### config.mk
export PLATFORM = sky130hd
export DESIGN_NAME = lpm_match_unit
export DESIGN_NICKNAME = d
export VERILOG_FILES = /design/src/hw/rtl/lpm_pkg.sv /design/src/hw/rtl/lpm_match_unit.sv
export SDC_FILE = /design/constraint.sdc
export NUM_CORES = 1
export LEC_CHECK = 0
export BUFFER_PORTS_ARGS = -buffer_cell sky130_fd_sc_hd__buf_2
export CORE_MARGIN = 5
export CORE_UTILIZATION = 25
export DETAILED_ROUTE_END_ITERATION = 10
export PLACE_DENSITY = 0.55
export SLEW_MARGIN = 10
export SYNTH_ARGS = -nofsm -noshare
export SYNTH_HDL_FRONTEND = slang
export SYNTH_SLANG_ARGS = --single-unit
### constraint.sdc
create_clock -name clk -period 4.1 [get_ports clk]
set_clock_uncertainty 0.2 [all_clocks]
set_input_delay 0.82 -clock clk [delete_from_list [all_inputs] [get_ports clk]]
set_output_delay 0.82 -clock clk [all_outputs]
set_load 0.01 [all_outputs]
### src/hw/rtl/lpm_pkg.sv
// lpm_pkg: shared types, codes and constants of the longest prefix match lookup unit
// no dependencies; used by longest_prefix_match_lookup_unit, lpm_match_unit and the bench
`timescale 1ns / 1ps
`default_nettype none

package lpm_pkg;

	localparam int ADDR_W      = 32;
	localparam int LEN_W       = 6;
	localparam int PORT_W      = 8;
	localparam int FUNC_W      = 2;
	localparam int STATUS_W    = 2;
	localparam int IN_TDATA_W  = 80;
	localparam int OUT_TDATA_W = 56;

	localparam logic [LEN_W-1:0] MAX_LEN = LEN_W'(ADDR_W);

	typedef enum logic [FUNC_W-1:0] {
		FUNC_ADD    = 2'd0,
		FUNC_LOOKUP = 2'd1,
		FUNC_CLEAR  = 2'd2
	} func_t;

	typedef enum logic [STATUS_W-1:0] {
		STAT_OK      = 2'd0,
		STAT_FULL    = 2'd1,
		STAT_BAD_LEN = 2'd2
	} status_t;

	typedef enum logic [1:0] {
		ST_IDLE,
		ST_EXEC,
		ST_SCAN,
		ST_DONE
	} state_t;

	typedef struct packed {
		logic start;
		logic entry_vld;
	} scan_ctl_t;

	typedef struct packed {
		logic              found;
		logic [PORT_W-1:0] port;
		logic [LEN_W-1:0]  len;
		logic [ADDR_W-1:0] net;
	} match_res_t;

	function automatic logic [ADDR_W-1:0] prefix_mask(input logic [LEN_W-1:0] len);
		prefix_mask = ~({ADDR_W{1'b1}} >> len);
	endfunction

endpackage

`default_nettype wire

### src/hw/rtl/lpm_match_unit.sv
// lpm_match_unit: shared prefix compare and best route accumulator, one entry per cycle
// depends on lpm_pkg
`timescale 1ns / 1ps
`default_nettype none

module lpm_match_unit (
	input  wire logic                      clk,
	input  wire logic                      arst_n,
	input  wire lpm_pkg::scan_ctl_t        ctl,
	input  wire logic [lpm_pkg::ADDR_W-1:0] dest,
	input  wire logic [lpm_pkg::ADDR_W-1:0] entry_net,
	input  wire logic [lpm_pkg::LEN_W-1:0]  entry_len,
	input  wire logic [lpm_pkg::PORT_W-1:0] entry_port,
	output lpm_pkg::match_res_t             res
);

	logic                       found_q;
	logic [lpm_pkg::PORT_W-1:0] port_q;
	logic [lpm_pkg::LEN_W-1:0]  len_q;
	logic [lpm_pkg::ADDR_W-1:0] net_q;
	logic [lpm_pkg::ADDR_W-1:0] mask;
	logic                       hit;
	logic                       take;

	always_comb begin
		mask = lpm_pkg::prefix_mask(entry_len);
		hit  = ((dest ^ entry_net) & mask) == '0;
		take = ctl.entry_vld && hit && (!found_q || (entry_len > len_q));
	end

	always_ff @(posedge clk or negedge arst_n) begin
		if (!arst_n) begin
			found_q <= 1'b0;
		end else if (ctl.start) begin
			found_q <= 1'b0;
		end else if (take) begin
			found_q <= 1'b1;
		end
	end

	always_ff @(posedge clk) begin
		if (ctl.start) begin
			port_q <= '0;
			len_q  <= '0;
			net_q  <= '0;
		end else if (take) begin
			port_q <= entry_port;
			len_q  <= entry_len;
			net_q  <= entry_net;
		end
	end

	assign res.found = found_q;
	assign res.port  = port_q;
	assign res.len   = len_q;
	assign res.net   = net_q;

endmodule

`default_nettype wire

-- Word level (Yosys, flattened, before mapping)
Cells that the tools add are included.
- logic and storage cells: 17
- flip-flop bits (word level): 47
- output and inout port bits: 47
- reductions and logical operators: 6
- bitwise operators: 3
- shifts and indexed selects: 1
- muxes and demuxes: 2
- magnitude comparators: 1
- operator list (kind ; count):
    $and 32x32->32 ; 1
    $logic_not 32->1 ; 1
    $not 32->32 ; 1
    $shr 32x6->32 const A ; 1
    $xor 32x32->32 ; 1
    $gt 6x6->1 ; 1
    $logic_and 1x1->1 ; 2
    $mux 1 ; 2
    $reduce_bool 2->1 ; 1
    $logic_not 1->1 ; 1
    $logic_or 1x1->1 ; 1

-- Logic depth before layout (Yosys ltp)
Gate-level depths: netlist of the first run.
- depth after elaboration: 8
- gate-level depth with buffers: 10
- mapped depth without buffers: 9

-- Worst setup path after synthesis of the first run
No wires, ideal clock.
- kind: input to register
- start point: input port entry_len[4] (netlist name)
- end point: register net_q[0] (netlist name)
- cell stages on the path: 9
- setup time: 0.072 ns
- required time: 3.828 ns
- path buffers: 2
- data arrival time: 2.811 ns
- slack: 1.017 ns
- path through: buf_2 -> or3_4 -> a211oi_2 -> o22ai_1 -> a2111oi_4 -> nand4_4 -> nor2_8 -> buf_12 -> mux2i_1
- cells in the longest elaborated chain, start to end: 6
- elaborated cells between the ends (all ways): 8
- classes of those cells: order compare: 1; shift: 1; bitwise: 2; reduce/logical: 4
- ends and longest elaborated chain (element ; RTL line ; source):
    from (decl) ; lpm_match_unit.sv:12 ; input wire logic [lpm_pkg::LEN_W-1:0] entry_len,
    $shr 32x6->32 ; lpm_pkg.sv:50 ; prefix_mask = ~({ADDR_W{1'b1}} >> len);
    $not 32->32 ; lpm_pkg.sv:50 ;
    $and 32x32->32 ; lpm_match_unit.sv:27 ; hit = ((dest ^ entry_net) & mask) == '0;
    $logic_not 32->1 ; lpm_match_unit.sv:27 ;
    $logic_and 1x1->1 ; lpm_match_unit.sv:28 ; take = ctl.entry_vld && hit && (!found_q || (entry_len > len_q));
    $logic_and 1x1->1 * ; lpm_match_unit.sv:28 ;
    to (signal assigned) ; lpm_match_unit.sv:49 ; net_q <= entry_net;
    to (decl) ; lpm_match_unit.sv:20 ; logic [lpm_pkg::ADDR_W-1:0] net_q;
Every way passes the cells marked *; elsewhere a longest branch is shown, timed or not.
A chain may end at the register's enable or synchronous reset.

-- Worst setup path after layout of the first run
- start point: input port entry_len[3] (netlist name)
- end point: register net_q[7] (netlist name)
Same word-level chain as after synthesis.

==> results.md, run 1 <==
* Post-synth EDFFs at 0
* Synth cell count leaders: nand2b_1 (80), dfxtp_1 (46), mux2i_1 (40)
* VDD IR max at 0.150 mV
* Reg2reg start: len_q[3]$_SDFFE_PP0P_
* Later-pin clock latency in the skew report at 290 ps
* Ys flop type: dfxtp_1
* Ranking of synthesized cells by area: dfxtp_1 (31%), nand2b_1 (17%), mux2i_1 (13%), xor2_1 (5.5%), xnor2_1 (3.8%)
* Post-synth top area share at 30.6%
* Clock sink count at 47
* Mapped Cells at 320
* GRT Total Usage at approximately an eighth
* Fillers at approximately 1300
* Post-synthesis xor/xnor area fraction at 9.33%
* Root buf cell: clkbuf_16
* Dpl ws at 627 ps
* Max-cap violations at 0
* Clock transition at path regs at 60 ps
* Synth Area in Simple Gates at about a quarter
* Iteration-0 DRC Markers at 147
* DR DRC count at 0
* Worst path cell trace: buf_2 -> or3_4 -> a211oi_2 -> o22ai_1 -> a2111oi_4 -> nand4_4 -> nor2_8 -> buf_12 -> mux2i_1
* DRT Pass-1 Iters at 4
* Setup ws final at 950 ps
* Worst path arrival time at 3170 ps
* Leakage power at 0.00159 uW
* Worst R2R End: len_q[2]$_SDFFE_PP0P_
* HPWL after detailed placement at 6490 um
* Setup TNS at 0 ps
* Cell area after layout at 0.00383 sq mm
* Postcts setup bufs at 0
* Post-synth cell types at 50
* CTS max path bufs at 2
* Setup repair after global routing missed its margin: false
* Die Y at 120 um
* Cell at the slowest stage of the critical path: or3_4
* Largest net degree at the start of global routing at 94
* Proportion of synthesized area in mux cells at 13.3%
* Worst Setup End Kind: flop
* Post-CTS sizing at 0
* Routed vias at 2607
* Post-synthesis adder-cell area fraction at 2.50%
* Setup slack, reg-to-reg at 1740 ps
* Rel. slew slack at 53.0%
* FMAX at around 0.32 GHz
* Cell Area, Synth at 0.00301 sq mm
* Startpoint types: input port
* CTS tree: yes
* Routed wire length at 8480 um
* Antenna violations before repair at 1
* Outcome: completed
* Power Density at 269 mW/mm^2
* Synth warn at 0
* GRT overflow at 0
* Core Region at around 0.012 sq mm
* First-pass GRT wire length at 13300 um
* CTS buffer count at 5
* # setup viols final at 0
* Vias in the first global route at 2609
* Synthesized flop and latch total at 47
* WL/cell at 14.6 um
* Main combinational cell family by area after synthesis: simple AND/OR/NAND/NOR gates
* Synth-to-Final Area Change at 27.6%
* Syn_nets at a little over 400
* Post-DP Area at 0.00369 sq mm
* Worst setup path startpoint: entry_len[3]
* Share of post-route cells with drive strength above 1 at between 30% and 40%
* Hold Buf Count CTS at 0
* H-tree Lvls at 2
* Synthesized area per cell at ~9.4 sq um
* Critical Path Fanout Max at 45
* Post-DR vias/cell at 4.48
* Antenna viol nets, final at 0
* Starting Density at 25.2%
* CP Capture Point: net_q[7]$_SDFFE_PP0P_
* Worst Hold Class: in2async
* Post-synthesis compound-gate area fraction at 12.7%
* PortBufs at ~130
* Leading area contributor after synthesis: dfxtp_1
* Count of pins over their slew limit at 0
* Max stage delay on crit path at 440 ps
* Sequential share of the synthesized area at a little under a third
* Die area at 0.0143 sq mm
* Post-layout minimum cycle time at 3150 ps
* Post-synth ARST share at 2.13%
* Slew @ Worst Pin at 700 ps
* IO Count at between 100 and 150
* # diodes at 0
* Crit path kind: in2reg
* Chip Width at 120 um
* Row count at 40
* Worst R2R Path Depth at 10
* Required @ worst endpoint at 4120 ps
* GP Congestion at 0.770
* Utilization after layout at 32.2%
* Most common cell in the netlist: nand2b_1
* Post-route clock period utilization at between 70% and 80%
* Final net count at 522
* Final hold violation count at 0
[critical path: cells and delay by family]
family | cells | cell delay, ps
AOI/OAI and AO/OA | 3 | 760
buffers and inverters | 2 | 510
muxes | 1 | 240
and+or+nand+nor | 3 | 810
[layout make-up]
class / instances / area (sq um) / share of cell area, %
clock buffers: 7 / 133 / 3.46
flip-flops and latches: 47 / 946 / 24.7
inverters: 9 / 33.8 / 0.881
clock inverters: 1 / 5.00 / 0.131
repair buffers: 129 / 663 / 17.3
multi-input cells: 242 / 1870 / 48.8
well taps: 147 / 184 / 4.80
[worst min-delay path by stage]
| stage | to | slack (ps) | depth (start not counted) |
|---|---|---|---|
| floorplan | net_q[0]$_SDFFE_PP0P_ | 290 | 2 |
| global placement | net_q[20]$_SDFFE_PP0P_ | 260 | 2 |
| detailed placement | net_q[24]$_SDFFE_PP0P_ | 260 | 2 |
| CTS | found_q$_DFFE_PN0P_ | 80 | 1 |
| global route | found_q$_DFFE_PN0P_ | 80 | 1 |
| finish | found_q$_DFFE_PN0P_ | 90 | 1 |
[state kept, by name (all words and copies together), names as in the netlist]
register / count
port_q: 8
len_q: 6
found_q: 1
net_q: 32
[cell usage in the layout (no fill, tap or decap), types with 2 or more instances in the layout]
cell type | synthesis | layout
xnor2_1 | 13 | 13
a22oi_1 | 2 | 2
dfxtp_1 | 46 | 46
a31oi_1 | 2 | 2
o2111ai_1 | 2 | 2
o22ai_1 | 2 | 2
o211ai_1 | 3 | 3
inv_1 | 9 | 9
nand3_1 | 2 | 2
a21oi_1 | 11 | 11
o31ai_1 | 6 | 6
clkbuf_1 | 13 | 2
nor2_1 | 7 | 7
o2bb2ai_1 | 2 | 2
o21ai_1 | 4 | 4
nand2_1 | 4 | 4
mux2i_1 | 40 | 40
xor2_1 | 19 | 19
nor2b_1 | 2 | 2
clkbuf_16 | 0 | 5
a21o_1 | 2 | 2
ha_1 | 6 | 6
o21ai_0 | 9 | 9
buf_2 | 2 | 127
nand2b_1 | 80 | 80
or4b_1 | 5 | 5
[per-stage QoR]
step | hold slack, ps | total power, uW | cells
3_3_place_gp | 257 | 644 | 574
2_1_floorplan | 293 | 567 | 320
4_1_cts | 84.7 | 1060 | 582
3_5_place_dp | 262 | 645 | 574
6_report | 93.8 | 1030 | 582
5_1_grt | 80.4 | 1090 | 582
[report_power, final]
part | leakage, uW | internal [uW] | switching, uW
Combinational | 0.00114 | 80.2 | 96.3
Clock | 0.0000679 | 226 | 173
Sequential | 0.000384 | 457 | 0.000900
Total | 0.00159 | 762 | 269
[layer usage]
metal / GRT usage (%) / up-vias / part of all wire, % / wire (um)
met4: 3.94 / 2 / 1.8 / 150
met3: 3.96 / 14 / 8.0 / 681
met1: 15.5 / 1171 / 47 / 4000
met5: 0 / - / 0.15 / 13
met2: 17.9 / 97 / 43 / 3630
li1: - / 1323 / - / -
[logic make-up (layout without fill, tap and decap cells)]
| family | count (synthesis) | in the layout |
|---|---|---|
| AND/OR/NAND/NOR | 111 | 111 |
| AO/OA/AOI/OAI | 53 | 53 |
| flip-flops | 47 | 47 |
| multiplexers | 40 | 40 |
| XOR/XNOR | 32 | 32 |
| buffers and inverters | 31 | 146 |
| adder cells (fa/ha/maj) | 6 | 6 |
Note: power is estimated with default switching activity, not from simulation.
==> run 2: changes to the inputs <==
--- a/config.mk
+++ b/config.mk
@@ -5,11 +5,12 @@
 export SDC_FILE = /design/constraint.sdc
 export NUM_CORES = 1
 export LEC_CHECK = 0
+export ABC_AREA = 1
 export BUFFER_PORTS_ARGS = -buffer_cell sky130_fd_sc_hd__buf_2
 export CORE_MARGIN = 5
 export CORE_UTILIZATION = 25
 export DETAILED_ROUTE_END_ITERATION = 10
-export PLACE_DENSITY = 0.55
+export PLACE_DENSITY = 0.54
 export SLEW_MARGIN = 10
 export SYNTH_ARGS = -nofsm -noshare
 export SYNTH_HDL_FRONTEND = slang
==> constraint.sdc (replaced) <==
create_clock -name clk -period 3 [get_ports clk]
set_clock_uncertainty 0.2 [all_clocks]
set_input_delay 0.6 -clock clk [delete_from_list [all_inputs] [get_ports clk]]
set_output_delay 0.6 -clock clk [all_outputs]
set_load 0.01 [all_outputs]
==> run 2 against run 1 <==
- critical path depth up 6
- register-to-register slack worse by 940 ps
- via count up 49%
- sequential power up 37%
- clock power up 52%
- global-route usage up 2.6 points
- area after synthesis up 20%
- utilization about the same
- wire length up 43%
- critical path type unchanged
- largest power group unchanged
==> results.md, run 2 <==
* Leading area contributor after synthesis: dfxtp_1 (unchanged)
* First-pass GRT wire length at 18800 um (was 13300 um)
* Worst R2R Path Depth at 12 (was 10)
* CTS tree: yes (unchanged)
* Syn_nets at 721 (was 408)
* HPWL after detailed placement at 9630 um (was 6490 um)
* Cell at the slowest stage of the critical path: inv_1 (was or3_4)
* Hold depth at 2
* Die Y at 130 um (was 120 um)
* Max FFs per register at 32 (unchanged)
* Most common cell in the netlist: nand2_1 (was nand2b_1)
* Chip Width at 130 um (was 120 um)
* GRT Total Usage at 14.3% (was 11.7%)
* Post-synth EDFFs at 0 (unchanged)
* Worst path arrival time at 2400 ps (was 3170 ps)
* Slew @ Worst Pin at 479 ps (was 700 ps)
* Row count at 44 (was 40)
* Mapped Cells at 633 (was 320)
* # setup viols final at 0 (unchanged)
* Routed vias at 3875 (was 2607)
* # diodes at 0 (unchanged)
* Postcts setup bufs at 0 (unchanged)
* Hold EP: found_q$_DFFE_PN0P_
* Leakage power at 0.00270 uW (was 0.00159 uW)
* IO Count at 129 (unchanged)
* Largest net degree at the start of global routing at 26 (was 94)
* Clock transition at path regs at 60 ps (about the same)
* DR DRC count at 0 (unchanged)
* Register name with the most flops: net_q (unchanged)
* Final hold violation count at 0 (unchanged)
* Reg area at 946 sq um (unchanged)
* Later-pin clock latency in the skew report at 300 ps (was 290 ps)
* Worst hold start: ctl[1]
* Post-route clock period utilization at 80.0%
* Post-CTS sizing at 0 (unchanged)
* WL/cell at 12.9 um (was 14.6 um)
* Count of non-filler cells in the finished layout at 943 (was 582)
* Post-DR vias/cell at 4.11 (was 4.48)
* DRT Pass-1 Iters at 4 (unchanged)
* Post-DP Area at 0.00446 sq mm (was 0.00369 sq mm)
* CTS max path bufs at 2 (unchanged)
* Crit path top cell by count: nand2_1
* H-tree Lvls at 2 (unchanged)
* Worst Setup End Kind: flop (unchanged)
* Worst path cell trace: buf_2 -> nor2_1 -> inv_1 -> nand3_1 -> nand2_1 -> inv_1 -> nand2_1 -> nor2_1 -> nand2_1 -> nor2_2 -> nand4_4 -> buf_4 -> nand2_1 -> inv_1 -> nor2_1 (was buf_2 -> or3_4 -> a211oi_2 -> o22ai_1 -> a2111oi_4 -> nand4_4 -> nor2_8 -> buf_12 -> mux2i_1)
* Ranking of synthesized cells by area: dfxtp_1 (25%), nand2_1 (19%), inv_1 (17%), nand4_1 (8.1%), nor2_1 (7.3%) (was dfxtp_1 (31%), nand2b_1 (17%), mux2i_1 (13%), xor2_1 (5.5%), xnor2_1 (3.8%))
* Startpoint types: input port (unchanged)
* Die area at 0.0170 sq mm (was 0.0143 sq mm)
* GP Congestion at 0.921 (was 0.770)
* Setup repair after global routing missed its margin: false (unchanged)
* GRT overflow at 0 (unchanged)
* Outcome: completed (unchanged)
* Largest registers: net_q: 32 flops, port_q: 8 flops, len_q: 6 flops (unchanged)
* Placed Cells at 934 (was 574)
* Final hold slack at 280 ps (was 93.8 ps)
* Synth-to-Final Area Change at 27.9% (was 27.6%)
* Sequential share of the synthesized area at 26.1% (was 31.5%)
* Crit path kind: in2reg (unchanged)
* Antenna viol nets, final at 0 (unchanged)
* Cell area after layout at 0.00463 sq mm (was 0.00383 sq mm)
* FMAX at between 0.4 and 0.5 GHz
* Rel. slew slack at 68.0% (was 53.0%)
* Synth warn at 0 (unchanged)
* Cell Area, Synth at 0.00362 sq mm (was 0.00301 sq mm)
* Post-synth top area share at 25.4% (was 30.6%)
* Max stage delay on crit path at 340 ps (was 440 ps)
* Commonest non-fill, non-tap cells in the layout: nand2_1 (185), inv_1 (162), buf_2 (128) (was buf_2 (127), nand2b_1 (80), dfxtp_1 (46))
* Clock sink count at 47 (unchanged)
* Final net count at 846 (was 522)
* Required @ worst endpoint at 3000 ps (was 4120 ps)
* Vias in the first global route at 3576 (was 2609)
* Share of post-route cells with drive strength above 1 at 23.7% (was 32.9%)
* Fillers at 1626 (was 1250)
* VDD IR max at 0.179 mV (was 0.150 mV)
* Area occupied by multi-input gates at 0.00190 sq mm (was 0.00187 sq mm)
* Post-synth cell types at 26 (was 50)
* Power Density at 328 mW/mm^2 (was 269 mW/mm^2)
* Max-cap violations at 0 (unchanged)
* Setup slack, reg-to-reg at 800 ps (was 1740 ps)
* Starting Density at 25.2% (about the same)
* Root buf cell: clkbuf_16 (unchanged)
* Antenna violations before repair at 1 (unchanged)
* Ys flop type: dfxtp_1 (unchanged)
* Post-layout minimum cycle time at 2400 ps
* Core Region at 0.0144 sq mm (was 0.0119 sq mm)
* Worst Hold Class: in2reg (was in2async)
* Post-synth ARST share at 2.13% (unchanged)
* Iteration-0 DRC Markers at 142 (was 147)
* Synthesized area per cell at 5.72 sq um (was 9.39 sq um)
* CTS buffer count at 5 (unchanged)
* Count of pins over their slew limit at 0 (unchanged)
* Worst R2R End: port_q[4]$_SDFFE_PP0P_ (was len_q[2]$_SDFFE_PP0P_)
* Most common cell after layout, fill and taps aside: nand2_1 (was buf_2)
* Synthesized flop and latch total at 47 (unchanged)
* Setup TNS at 0 ps (unchanged)
* Critical Path Fanout Max at 19 (was 45)
* PortBufs at 128 (unchanged)
* Routed wire length at 12100 um (was 8480 um)
* Reg2reg start: len_q[5]$_SDFFE_PP0P_ (was len_q[3]$_SDFFE_PP0P_)
* Synth cell count leaders: nand2_1 (186), inv_1 (162), nor2_1 (70) (was nand2b_1 (80), dfxtp_1 (46), mux2i_1 (40))
-- run 2: routing by layer --
layer	up-vias	routed length [um]	global-route usage, %
met3	12	970	3.77
met4	2	136	3.33
met1	1643	5770	19.7
li1	2121	-	-
met5	-	7	0
met2	97	5260	22.5
-- run 2: cell type report --
| cell class | count | area share [%] |
|---|---|---|
| Multi-Input combinational cell | 395 | 41.1 |
| Sequential cell | 47 | 20.4 |
| Timing Repair Buffer | 144 | 16.8 |
| Inverter | 165 | 13.4 |
| Tap cell | 184 | 4.97 |
| Clock buffer | 8 | 3.38 |
-- run 2: cells by family (layout without fill, tap and decap cells) --
| family | Yosys count | after routing | share of synthesized area (%) |
|---|---|---|---|
| buffers and inverters | 191 | 317 | 21.8 |
| XOR/XNOR | 19 | 19 | 4.60 |
| flip-flops | 47 | 47 | 26.1 |
| adder cells (fa/ha/maj) | 6 | 6 | 2.07 |
| AND/OR/NAND/NOR | 353 | 353 | 42.8 |
| AO/OA/AOI/OAI | 17 | 17 | 2.59 |
-- run 2: worst max-delay path: cells and delay by family --
kind	cells	cell delay, ps
buffers and inverters	5	950
AND/OR/NAND/NOR	10	850
-- run 2: timing repair --
action / 4_1_cts / 5_1_grt
endpoints found under the hold margin: 1 / 0
setup endpoints to repair: 0 / 0
hold buffers: 1 / 0
-- run 2: through the flow --
step / power, uW / setup WS, ps / util [%]
2_1_floorplan: 798 / 534 / -
3_3_place_gp: 930 / 340 / 31.1
3_5_place_dp: 929 / 318 / 31.1
4_1_cts: 1560 / 640 / 32.2
5_1_grt: 1610 / 372 / 32.2
6_report: 1520 / 599 / 32.2
-- run 2: report_power, final --
part	switching, uW	internal (uW)	leakage (uW)	total [uW]
Combinational	181	109	0.00223	290
Clock	250	356	0.0000772	605
Sequential	0.00189	624	0.000384	624
Total	430	1090	0.00270	1520
-- run 2: worst max-delay path by stage --
stage                  from                endpoint  slack (ps)  depth (start not counted)
6_report       entry_len[5]  net_q[12]$_SDFFE_PP0P_         600                         15
2_1_floorplan  entry_len[5]  net_q[21]$_SDFFE_PP0P_         530                         12
3_5_place_dp   entry_len[5]   len_q[5]$_SDFFE_PP0P_         320                         15
3_3_place_gp   entry_len[5]   len_q[5]$_SDFFE_PP0P_         340                         15
4_1_cts        entry_len[5]   len_q[5]$_SDFFE_PP0P_         640                         15
5_1_grt        entry_len[5]  net_q[29]$_SDFFE_PP0P_         370                         15
